<file path="src/xorshift128_prng_with_seed_defines.svh">
// ----------------------------------------------------------------------------
// Assertion macros for the xorshift128 generator.
// Build with NO_ASSERTIONS defined to drop every check.
// ----------------------------------------------------------------------------
`ifndef XORSHIFT128_PRNG_WITH_SEED_DEFINES_SVH
`define XORSHIFT128_PRNG_WITH_SEED_DEFINES_SVH

`ifndef NO_ASSERTIONS
// Checked on every rising edge of clk, suspended while reset is asserted.
`define XS_ASSERT_CLK(lbl, prop, msg) \
	lbl: assert property (@(posedge clk) disable iff (!arst_n) prop) else $error(msg);
// Checked on every rising edge of clk, reset included.
`define XS_ASSERT_ALWAYS(lbl, prop, msg) \
	lbl: assert property (@(posedge clk) prop) else $error(msg);
`else
`define XS_ASSERT_CLK(lbl, prop, msg)
`define XS_ASSERT_ALWAYS(lbl, prop, msg)
`endif

`endif

</file>
<file path="src/xs128_pkg.sv">
// ----------------------------------------------------------------------------
// xs128_pkg
// Command codes and constants of the xorshift128 generator.
// ----------------------------------------------------------------------------
package xs128_pkg;

	localparam int CMD_W  = 2;
	localparam int WORD_W = 32;
	localparam int OUT_W  = 31;

	localparam logic [CMD_W-1:0] CMD_SEED   = 2'd0;
	localparam logic [CMD_W-1:0] CMD_DRAW15 = 2'd1;
	localparam logic [CMD_W-1:0] CMD_FRAC31 = 2'd2;

	localparam logic [WORD_W-1:0] SEED_MULT   = 32'd1812433253;
	localparam logic [WORD_W-1:0] SEED_OFFSET = 32'd100;

	// One xorshift128 step: returns the new last word from the first and last words.
	function automatic logic [WORD_W-1:0] xs_next(input logic [WORD_W-1:0] w0,
	                                              input logic [WORD_W-1:0] w3);
		logic [WORD_W-1:0] t;
		t = w0 ^ (w0 << 11);
		return (w3 ^ (w3 >> 19)) ^ (t ^ (t >> 8));
	endfunction

endpackage

</file>
<file path="src/xorshift128_prng_with_seed.sv">
// ----------------------------------------------------------------------------
// xorshift128_prng_with_seed
// Draws: ST_WORK registers the result; one per cycle unless out_stall holds.
// Seed: four multiply/add rounds through one shared multiplier.
// Reset clears the state words to zero, so draws before a seed return zero.
// ----------------------------------------------------------------------------
`include "xorshift128_prng_with_seed_defines.svh"

module xorshift128_prng_with_seed (
	input  logic                          clk,
	input  logic                          arst_n,
	input  logic                          in_valid,
	output logic                          in_stall,
	input  logic [xs128_pkg::CMD_W-1:0]   cmd,
	input  logic [xs128_pkg::WORD_W-1:0]  seed_value,
	output logic                          out_valid,
	input  logic                          out_stall,
	output logic [xs128_pkg::OUT_W-1:0]   random_value
);
	import xs128_pkg::*;

	// ST_IDLE holds no transaction. ST_WORK holds a draw (or the unused code)
	// that completes as soon as the output register is free. A seed runs
	// ST_MUL/ST_ADD four times: the multiply is registered in ST_MUL, and
	// ST_ADD adds the round number and writes one state word.
	typedef enum logic [1:0] {ST_IDLE, ST_WORK, ST_MUL, ST_ADD} state_t;

	state_t            st_q;
	logic [CMD_W-1:0]  cmd_q;
	logic [1:0]        idx_q;
	logic [WORD_W-1:0] w_q;
	logic [WORD_W-1:0] prod_q;
	logic [WORD_W-1:0] words_q [4];
	logic              out_valid_q;
	logic [OUT_W-1:0]  result_q;

	logic              out_free;
	logic              done_now;
	logic              accept;
	logic [WORD_W-1:0] mix;
	logic [WORD_W-1:0] prod;
	logic [WORD_W-1:0] w_add;
	logic [WORD_W-1:0] new_w3;

	// The output register frees up in the same cycle its result is taken,
	// so a finished transaction can leave while the next one enters.
	assign out_free = !out_valid_q || !out_stall;
	assign done_now = out_free && ((st_q == ST_WORK) || ((st_q == ST_ADD) && (idx_q == 2'd3)));
	assign in_stall = (st_q != ST_IDLE) && !done_now;
	assign accept   = in_valid && !in_stall;

	// Shared seeding datapath: one 32x32 multiply (low half kept), registered,
	// then the add of the round number in the following cycle.
	assign mix    = w_q ^ (w_q >> 30);
	assign prod   = SEED_MULT * mix;
	assign w_add  = prod_q + {30'd0, idx_q} + 32'd1;
	assign new_w3 = xs_next(words_q[0], words_q[3]);

	always_ff @(posedge clk or negedge arst_n) begin
		if (!arst_n) begin
			st_q        <= ST_IDLE;
			cmd_q       <= CMD_SEED;
			idx_q       <= 2'd0;
			w_q         <= '0;
			prod_q      <= '0;
			out_valid_q <= 1'b0;
			result_q    <= '0;
			for (int k = 0; k < 4; k++) begin
				words_q[k] <= '0;
			end
		end else begin
			// A finishing transaction loads the output register; otherwise a
			// taken result empties it.
			if (done_now) begin
				out_valid_q <= 1'b1;
			end else if (!out_stall) begin
				out_valid_q <= 1'b0;
			end

			// Work on the held transaction.
			unique case (st_q)
				ST_IDLE: begin
				end
				ST_WORK: begin
					if (out_free) begin
						unique case (cmd_q)
							CMD_DRAW15: begin
								result_q   <= {16'd0, new_w3[30:16]};
								words_q[0] <= words_q[1];
								words_q[1] <= words_q[2];
								words_q[2] <= words_q[3];
								words_q[3] <= new_w3;
							end
							CMD_FRAC31: begin
								result_q   <= new_w3[30:0];
								words_q[0] <= words_q[1];
								words_q[1] <= words_q[2];
								words_q[2] <= words_q[3];
								words_q[3] <= new_w3;
							end
							default: begin
								// Unused code: zero result, state untouched.
								result_q <= '0;
							end
						endcase
					end
				end
				ST_MUL: begin
					prod_q <= prod;
					st_q   <= ST_ADD;
				end
				ST_ADD: begin
					if (idx_q != 2'd3) begin
						w_q            <= w_add;
						words_q[idx_q] <= w_add;
						idx_q          <= idx_q + 2'd1;
						st_q           <= ST_MUL;
					end else if (out_free) begin
						words_q[idx_q] <= w_add;
						result_q       <= '0;
					end
				end
				default: begin
					st_q <= ST_IDLE;
				end
			endcase

			// Take a new transaction, or return to idle once the held one
			// finishes with nothing new arriving.
			if (accept) begin
				cmd_q <= cmd;
				idx_q <= 2'd0;
				if (cmd == CMD_SEED) begin
					w_q  <= seed_value + SEED_OFFSET;
					st_q <= ST_MUL;
				end else begin
					st_q <= ST_WORK;
				end
			end else if (done_now) begin
				idx_q <= 2'd0;
				st_q  <= ST_IDLE;
			end
		end
	end

	assign out_valid    = out_valid_q;
	assign random_value = result_q;

	// A seed round is only ever in progress for a seed transaction.
	`XS_ASSERT_CLK(a_seed_cmd, (st_q == ST_MUL || st_q == ST_ADD) |-> (cmd_q == CMD_SEED), "seed sequencer running for a non-seed command")
	// The registered product is always followed by its add.
	`XS_ASSERT_CLK(a_mul_then_add, (st_q == ST_MUL) |=> (st_q == ST_ADD), "multiply not followed by add")
	// A finished seed delivers a zero result.
	`XS_ASSERT_CLK(a_seed_zero, (done_now && cmd_q == CMD_SEED) |=> (out_valid && random_value == '0), "seed result not zero")
	// A 15-bit draw leaves the upper result bits clear.
	`XS_ASSERT_CLK(a_draw15_range, (done_now && cmd_q == CMD_DRAW15) |=> (random_value[30:15] == 16'd0), "15-bit draw out of range")
	// No transaction is taken while one is held and not finishing.
	`XS_ASSERT_ALWAYS(a_no_overrun, (st_q != ST_IDLE && !done_now) |-> in_stall, "accepted while busy")

endmodule

</file>
<file path="config.mk">
export PLATFORM = sky130hd
export DESIGN_NAME = xorshift128_prng_with_seed
export DESIGN_NICKNAME = d
export VERILOG_FILES = /design/src/xs128_pkg.sv /design/src/xorshift128_prng_with_seed.sv
export VERILOG_INCLUDE_DIRS = /design/src /design/src/src
export SDC_FILE = /design/constraint.sdc
export NUM_CORES = 1
export LEC_CHECK = 0
export BUFFER_PORTS_ARGS = -buffer_cell sky130_fd_sc_hd__clkbuf_2
export CORE_MARGIN = 2
export CORE_UTILIZATION = 58
export DETAILED_ROUTE_END_ITERATION = 8
export MAX_ROUTING_LAYER = met4
export PLACE_DENSITY = 0.86
export SYNTH_ARGS = -nofsm -noshare
export SYNTH_HDL_FRONTEND = slang
export SYNTH_SLANG_ARGS = --single-unit
</file>
<file path="constraint.sdc">
create_clock -name clk -period 11.4 [get_ports clk]
set_input_delay 1.14 -clock clk [delete_from_list [all_inputs] [get_ports clk]]
set_output_delay 1.14 -clock clk [all_outputs]
set_load 0.02 [all_outputs]
</file>
==> reports/qor.csv, run 1 <==
stage,metric,value,unit
cells_and_area,post-route cell area,0.0214,mm²
synth,post-synthesis sequential area ratio,29.2,%
floorplanning,initial core utilization,58.8,%
cells_and_area,most frequent cells in the layout,"262 x inv_1, 230 x dfrtp_1, 218 x ha_1, 200 x nand2_1, 156 x o21ai_0",
synth,Synth area leader,dfrtp_1,
synth,Yosys reg bits,230,
worst_setup_path,crit path max fanout,7,
detailed_routing,vias after detailed routing,16100,
synth,Synth Cell Area,0.0197,mm²
placement,placed cell areas,0.0205,mm²
worst_setup_path,Critical Path RT,11.83,ns
timing,Max Slew Vio Count,0,
synth,"FFs w/ async S/R, synth",100,%
synth,Netlist cell types,73,
timing,share of the clock period used by the worst path after layout,61.1,%
timing,Clock Skews,0.0120,ns
min_path,type of the worst min-delay path,reg -> reg,
synth,Syn Area/Cell,9.57,µm²
floorplanning,die area,0.0355,mm²
timing,f_max,144,MHz
detailed_routing,vias per cell,6.29,
job,MaxCap Viol Count,0,
worst_setup_path,kind of critical path,reg -> reg,
floorplanning,Die Wd,188,µm
min_path,min-delay src,random_value[8],
detailed_routing,WL final,56600,µm
cells_and_area,Filler cells,2598,
cts,clock sinks,230,
timing,Fin Setup TNS,0,ns
timing,hold slack final,0.484,ns
placement,GPL Wtd Cong,1.00,
global_routing,vias in the first global route,16400,
detailed_routing,Detailed Routing Iterations Pass 1,6,
cts,Post-CTS Setup Inserts,0,
detailed_routing,number of nets with antenna violations after routing,0,
detailed_routing,DRC viols,0,
timing,slew margin rel.,24.1,%
floorplanning,row cnt,67,
cts,clk root buf,clkbuf_16,
worst_setup_path,Setup crit start,w_q[30],
floorplanning,IO Pins,71,
cells_and_area,Final #Nets,2488,
timing,RSZ-0062 raised after global routing,false,
cts,CTS Hold Bufs,0,
detailed_routing,DR WL/cell,22.2,µm
synth,Syn Inst Count,2059,
synth,ys flop type,dfrtp_1,
cts,Worst-path clk slew,0.06,ns
cells_and_area,Area Growth Syn to Fin,8.60,%
worst_setup_path,critical path endpoint category,flip-flop,
floorplanning,core area,0.0335,mm²
cts,CTS H-Tree Depth,1,
global_routing,largest net degree at the start of global routing,100,
cts,clock buffer count from CTS,26,
cts,post-CTS sizing,0,
placement,DPL Wire Length,42200,µm
placement,port buffer count,70,
cts,CTS tree,done,
global_routing,GRT Residual Overflow,0,
global_routing,total track usage,33.4,%
floorplanning,Die Span Y,188,µm
synth,synthesized netlist net count,2462,
cells_and_area,"commonest non-fill, non-tap cell in the layout",inv_1,
synth,Post-synth EDFFs,0,
timing,Worst-Margin Slew,1.14,ns
status,status,completed,
timing,setup violators final,0,
synth,yosys warns,0,
cells_and_area,post-route core utilization,63.8,%
worst_setup_path,arrival time worst endpoint,7.39,ns
worst_setup_path,CP startpoint kind,flip-flop,
cts,Longest Clk Path Bufs,3,
global_routing,antenna violations before repair,0,
synth,"top cells by area, synth","dfrtp_1 29%, fa_1 15%, ha_1 14%, xnor2_1 6.4%, inv_1 5.0%",
detailed_routing,Initial DRC Count,1904,
cts,latest clock arrival within the worst-skew pair,0.56,ns
timing,post-layout min period,6.96,ns
timing,Final Hold Fails,0,
worst_setup_path,RR Startpoint,w_q[30],
cells_and_area,layout cells sized above 1,7.98,%
global_routing,first-pass GRT wire length,89700,µm
synth,top cell type's share of synthesized area,29.2,%
==> synthesized netlist by cell type (all sizes together), types with 17 or more instances <==
library cell  instances
nor2                 92
o21ai               163
xnor2               144
fa                  147
dfrtp               230
o2bb2ai              19
xor2                 49
inv                 262
o211ai               30
a32oi                25
nand2               202
ha                  218
a22oi                67
nor3                 17
a21oi                56
nand3                35
clkbuf               83
==> metal layers <==
layer  GRT usage (%)  wire length [µm]
met5               -                 0
met4            15.1              2790
met3            4.81              5390
met2            50.9             25100
met1            44.5             23300
==> stage by stage <==
step           worst slack [ns]  cells
2_1_floorplan              4.99   2059
3_3_place_gp               4.75   2505
3_5_place_dp               4.54   2505
4_1_cts                    4.51   2552
5_1_grt                    4.12   2552
6_report                   4.44   2553
==> worst max-delay path, cell delays in order, from the launching register on <==
cell and delay [ns]:
dfrtp_1 0.47, xnor2_1 0.38, xnor2_1 0.32, ha_1 0.27, or2_2 0.29, ha_1 0.27, inv_1 0.05, fa_1 0.48
inv_1 0.05, ha_1 0.17, inv_1 0.06, fa_1 0.45, fa_1 0.44, inv_1 0.08, fa_1 0.44, fa_1 0.50
ha_1 0.40, a21o_1 0.21, a21o_1 0.23, o221ai_1 0.27, o211ai_2 0.18, a2111oi_2 0.39, nor3_1 0.09, or3_1 0.35
==> state kept, by name, summed over array words and instances, names as in the netlist <==
name / cells
prod_q: 32
random_value: 31
st_q: 2
idx_q: 2
words_q: 128
out_valid: 1
w_q: 32
cmd_q: 2
==> final timing paths <==
| kind | slack [ns] | to | depth (start not counted) |
|---|---|---|---|
| worst min-delay path | 0.48 | random_value[8] | 2 |
| worst max register to register | 4.44 | prod_q[30] | 23 |
| worst max-delay path | 4.44 | prod_q[30] | 23 |
| max in group asynchronous | 9.16 | words_q[27] | 2 |
| worst min register to register | 0.48 | random_value[8] | 2 |
| min in group asynchronous | 0.63 | st_q[1] | 1 |
==> cell families after synthesis <==
group                      after synthesis  synth area share [%]
xor gates and xnor gates               196                  8.92
DFF                                    230                  29.2
and+or+nand+nor                        440                  10.2
adders and majority gates              365                  28.8
muxes                                    4                 0.216
AOI/OAI and AO/OA                      469                  15.9
buffers and inverters                  355                  6.81
==> final cells by class <==
type / instances / area [µm²] / share of cell area (%)
Timing Repair Buffer: 91 / 518 / 2.42
Antenna cell: 1 / 2.50 / 0.0117
Tap cell: 448 / 561 / 2.62
Inverter: 262 / 983 / 4.59
Clock buffer: 28 / 678 / 3.17
Multi-Input combinational cell: 1474 / 12600 / 59.0
Clock inverter: 19 / 267 / 1.25
Sequential cell: 230 / 5760 / 26.9
Power of run 1 is left out: the tool's default activity adds up to more than one toggle a clock period on the data nets, which glitch-free logic cannot reach.
==> run 2: changes to the inputs <==
- clock period: 11.4 -> 6.83 ns (I/O delays scaled with it)
==> reports/qor.csv, run 2 (synthesis gave the netlist of run 1 again) <==
stage,metric,value,unit
timing,slew margin rel.,22.2,%
timing,setup violators final,0,
detailed_routing,number of nets with antenna violations after routing,0,
detailed_routing,WL final,57400,µm
cts,Longest Clk Path Bufs,3,
global_routing,first-pass GRT wire length,90400,µm
global_routing,met2 usage in global routing,50.7,%
worst_setup_path,critical path endpoint category,flip-flop,
cts,CTS H-Tree Depth,1,
worst_setup_path,R2R cell count,21,
cells_and_area,layout cells sized above 1,8.63,%
global_routing,largest net degree at the start of global routing,146,
global_routing,total track usage,33.6,%
cts,clock sinks,230,
timing,Final Hold Fails,0,
floorplanning,row cnt,67,
cells_and_area,n_diodes,0,
cts,CTS Hold Bufs,0,
detailed_routing,vias per cell,6.31,
cts,CTS tree,done,
detailed_routing,Initial DRC Count,2033,
placement,port buffer count,70,
floorplanning,Die Wd,188,µm
worst_setup_path,Levels on crit path,21,
global_routing,antenna violations before repair,0,
cells_and_area,Final #Nets,2503,
cts,clk root buf,clkbuf_16,
cells_and_area,most frequent cells in the layout,"262 x inv_1, 230 x dfrtp_1, 218 x ha_1, 200 x nand2_1, 156 x o21ai_0",
status,status,completed,
timing,hold slack final,0.297,ns
placement,GPL Wtd Cong,0.988,
timing,share of the clock period used by the worst path after layout,95.6,%
floorplanning,initial core utilization,58.8,%
cells_and_area,top flop regs,"words_q x128, prod_q x32, w_q x32",
detailed_routing,vias after detailed routing,16200,
min_path,type of the worst min-delay path,in -> async,
worst_setup_path,"reg-to-reg slack, setup",0.30,ns
worst_setup_path,worst path bufs/invs,5,
worst_setup_path,max incr delay on CP,0.59,ns
worst_setup_path,Setup crit start,w_q[12],
global_routing,vias in the first global route,16100,
job,MaxCap Viol Count,0,
worst_setup_path,Reg2Reg Capture Point,prod_q[29],
cts,latest clock arrival within the worst-skew pair,0.56,ns
worst_setup_path,Worst setup endpoint,prod_q[29],
worst_setup_path,CP startpoint kind,flip-flop,
floorplanning,die area,0.0355,mm²
placement,DPL Wire Length,43000,µm
global_routing,GRT Residual Overflow,0,
cells_and_area,"commonest non-fill, non-tap cell in the layout",inv_1,
placement,placed cells,2519,
cts,clock buffer count from CTS,27,
worst_setup_path,crit path max fanout,8,
detailed_routing,Detailed Routing Iterations Pass 1,6,
global_routing,GR peak layer,met2,
cts,Worst-path clk slew,0.07,ns
cells_and_area,max reg flops,128,
worst_setup_path,Crit path max-delay family,adder cells,
timing,Worst-Margin Slew,1.16,ns
worst_setup_path,arrival time worst endpoint,7.01,ns
cells_and_area,Area Growth Syn to Fin,8.97,%
timing,RSZ-0062 raised after global routing,false,
floorplanning,core area,0.0335,mm²
timing,f_max,153,MHz
timing,post-layout min period,6.53,ns
cells_and_area,Filler cells,2591,
timing,Clock Skews,0.0151,ns
worst_setup_path,Critical Path RT,7.31,ns
worst_setup_path,kind of critical path,reg -> reg,
cells_and_area,post-route core utilization,64.0,%
floorplanning,IO Pins,71,
timing,Fin Setup TNS,0,ns
worst_setup_path,CP cell instances,buf_4 -> ha_1 -> ha_1 -> fa_1 -> inv_1 -> fa_1 -> fa_1 -> inv_1 -> fa_1 -> inv_1 -> fa_1 -> fa_1 -> inv_1 -> ha_1 -> a21o_1 -> a221oi_1 -> nor2b_1 -> nor4b_2 -> or4_4 -> a2111o_1 -> o211ai_2,
global_routing,grt met1 use,46.0,%
detailed_routing,DR WL/cell,22.4,µm
cts,Post-CTS Setup Inserts,0,
cells_and_area,Final Instance Count excl. Fillers,2568,
floorplanning,Die Span Y,188,µm
cts,post-CTS sizing,0,
worst_setup_path,RR Startpoint,w_q[12],
timing,Max Slew Vio Count,0,
cells_and_area,Largest Register,words_q,
worst_setup_path,"most used cell, CP",fa_1,
global_routing,met3 Use GR,5.98,%
worst_setup_path,CP max stage cell,fa_1,
detailed_routing,DRC viols,0,
[run 2: per-layer routing]
| layer | share of wire (%) | wire, µm |
|---|---|---|
| met1 | 41 | 23700 |
| met2 | 45 | 25900 |
| met3 | 9.7 | 5590 |
| met4 | 3.8 | 2170 |
| met5 | 0 | 0 |
[run 2: worst min path at each step]
| stage | startpoint | endpoint | slack (ns) | depth (start not counted) |
|---|---|---|---|---|
| 2_1_floorplan | arst_n | cmd_q[0] | 0.39 | 0 |
| 3_5_place_dp | words_q[66] | words_q[66] | 0.47 | 2 |
| 4_1_cts | seed_value[2] | w_q[2] | 0.33 | 2 |
| 3_3_place_gp | words_q[76] | words_q[76] | 0.46 | 2 |
| 6_report | arst_n | st_q[0] | 0.30 | 1 |
| 5_1_grt | seed_value[2] | w_q[2] | 0.34 | 2 |
[run 2: worst reg2reg max path, cell delays in order, from the launching register on]
cell      delay [ns]
dfrtp_1         0.43
buf_4           0.21
ha_1            0.31
ha_1            0.33
fa_1            0.50
inv_1           0.05
fa_1            0.39
fa_1            0.59
inv_1           0.07
fa_1            0.42
inv_1           0.11
fa_1            0.46
fa_1            0.50
inv_1           0.04
ha_1            0.38
a21o_1          0.15
a221oi_1        0.07
nor2b_1         0.21
nor4b_2         0.10
or4_4           0.56
a2111o_1        0.46
o211ai_2        0.09
[run 2: final cells by class]
cell class | instances | area (µm²) | area share (%)
Sequential cell | 230 | 5760 | 26.8
Inverter | 262 | 983 | 4.58
Multi-Input combinational cell | 1474 | 12700 | 58.9
Tap cell | 448 | 561 | 2.61
Clock inverter | 15 | 159 | 0.740
Timing Repair Buffer | 105 | 623 | 2.90
Clock buffer | 34 | 742 | 3.45
[run 2: metrics by stage]
stage               worst slack [ns]  cell area, µm²
finish                         0.297           21500
detailed placement             0.293           20600
floorplan                      0.423           19700
global route                  0.0148           21500
CTS                            0.282           21500
global placement               0.390           20600
Power of run 2 is left out for the same reason.
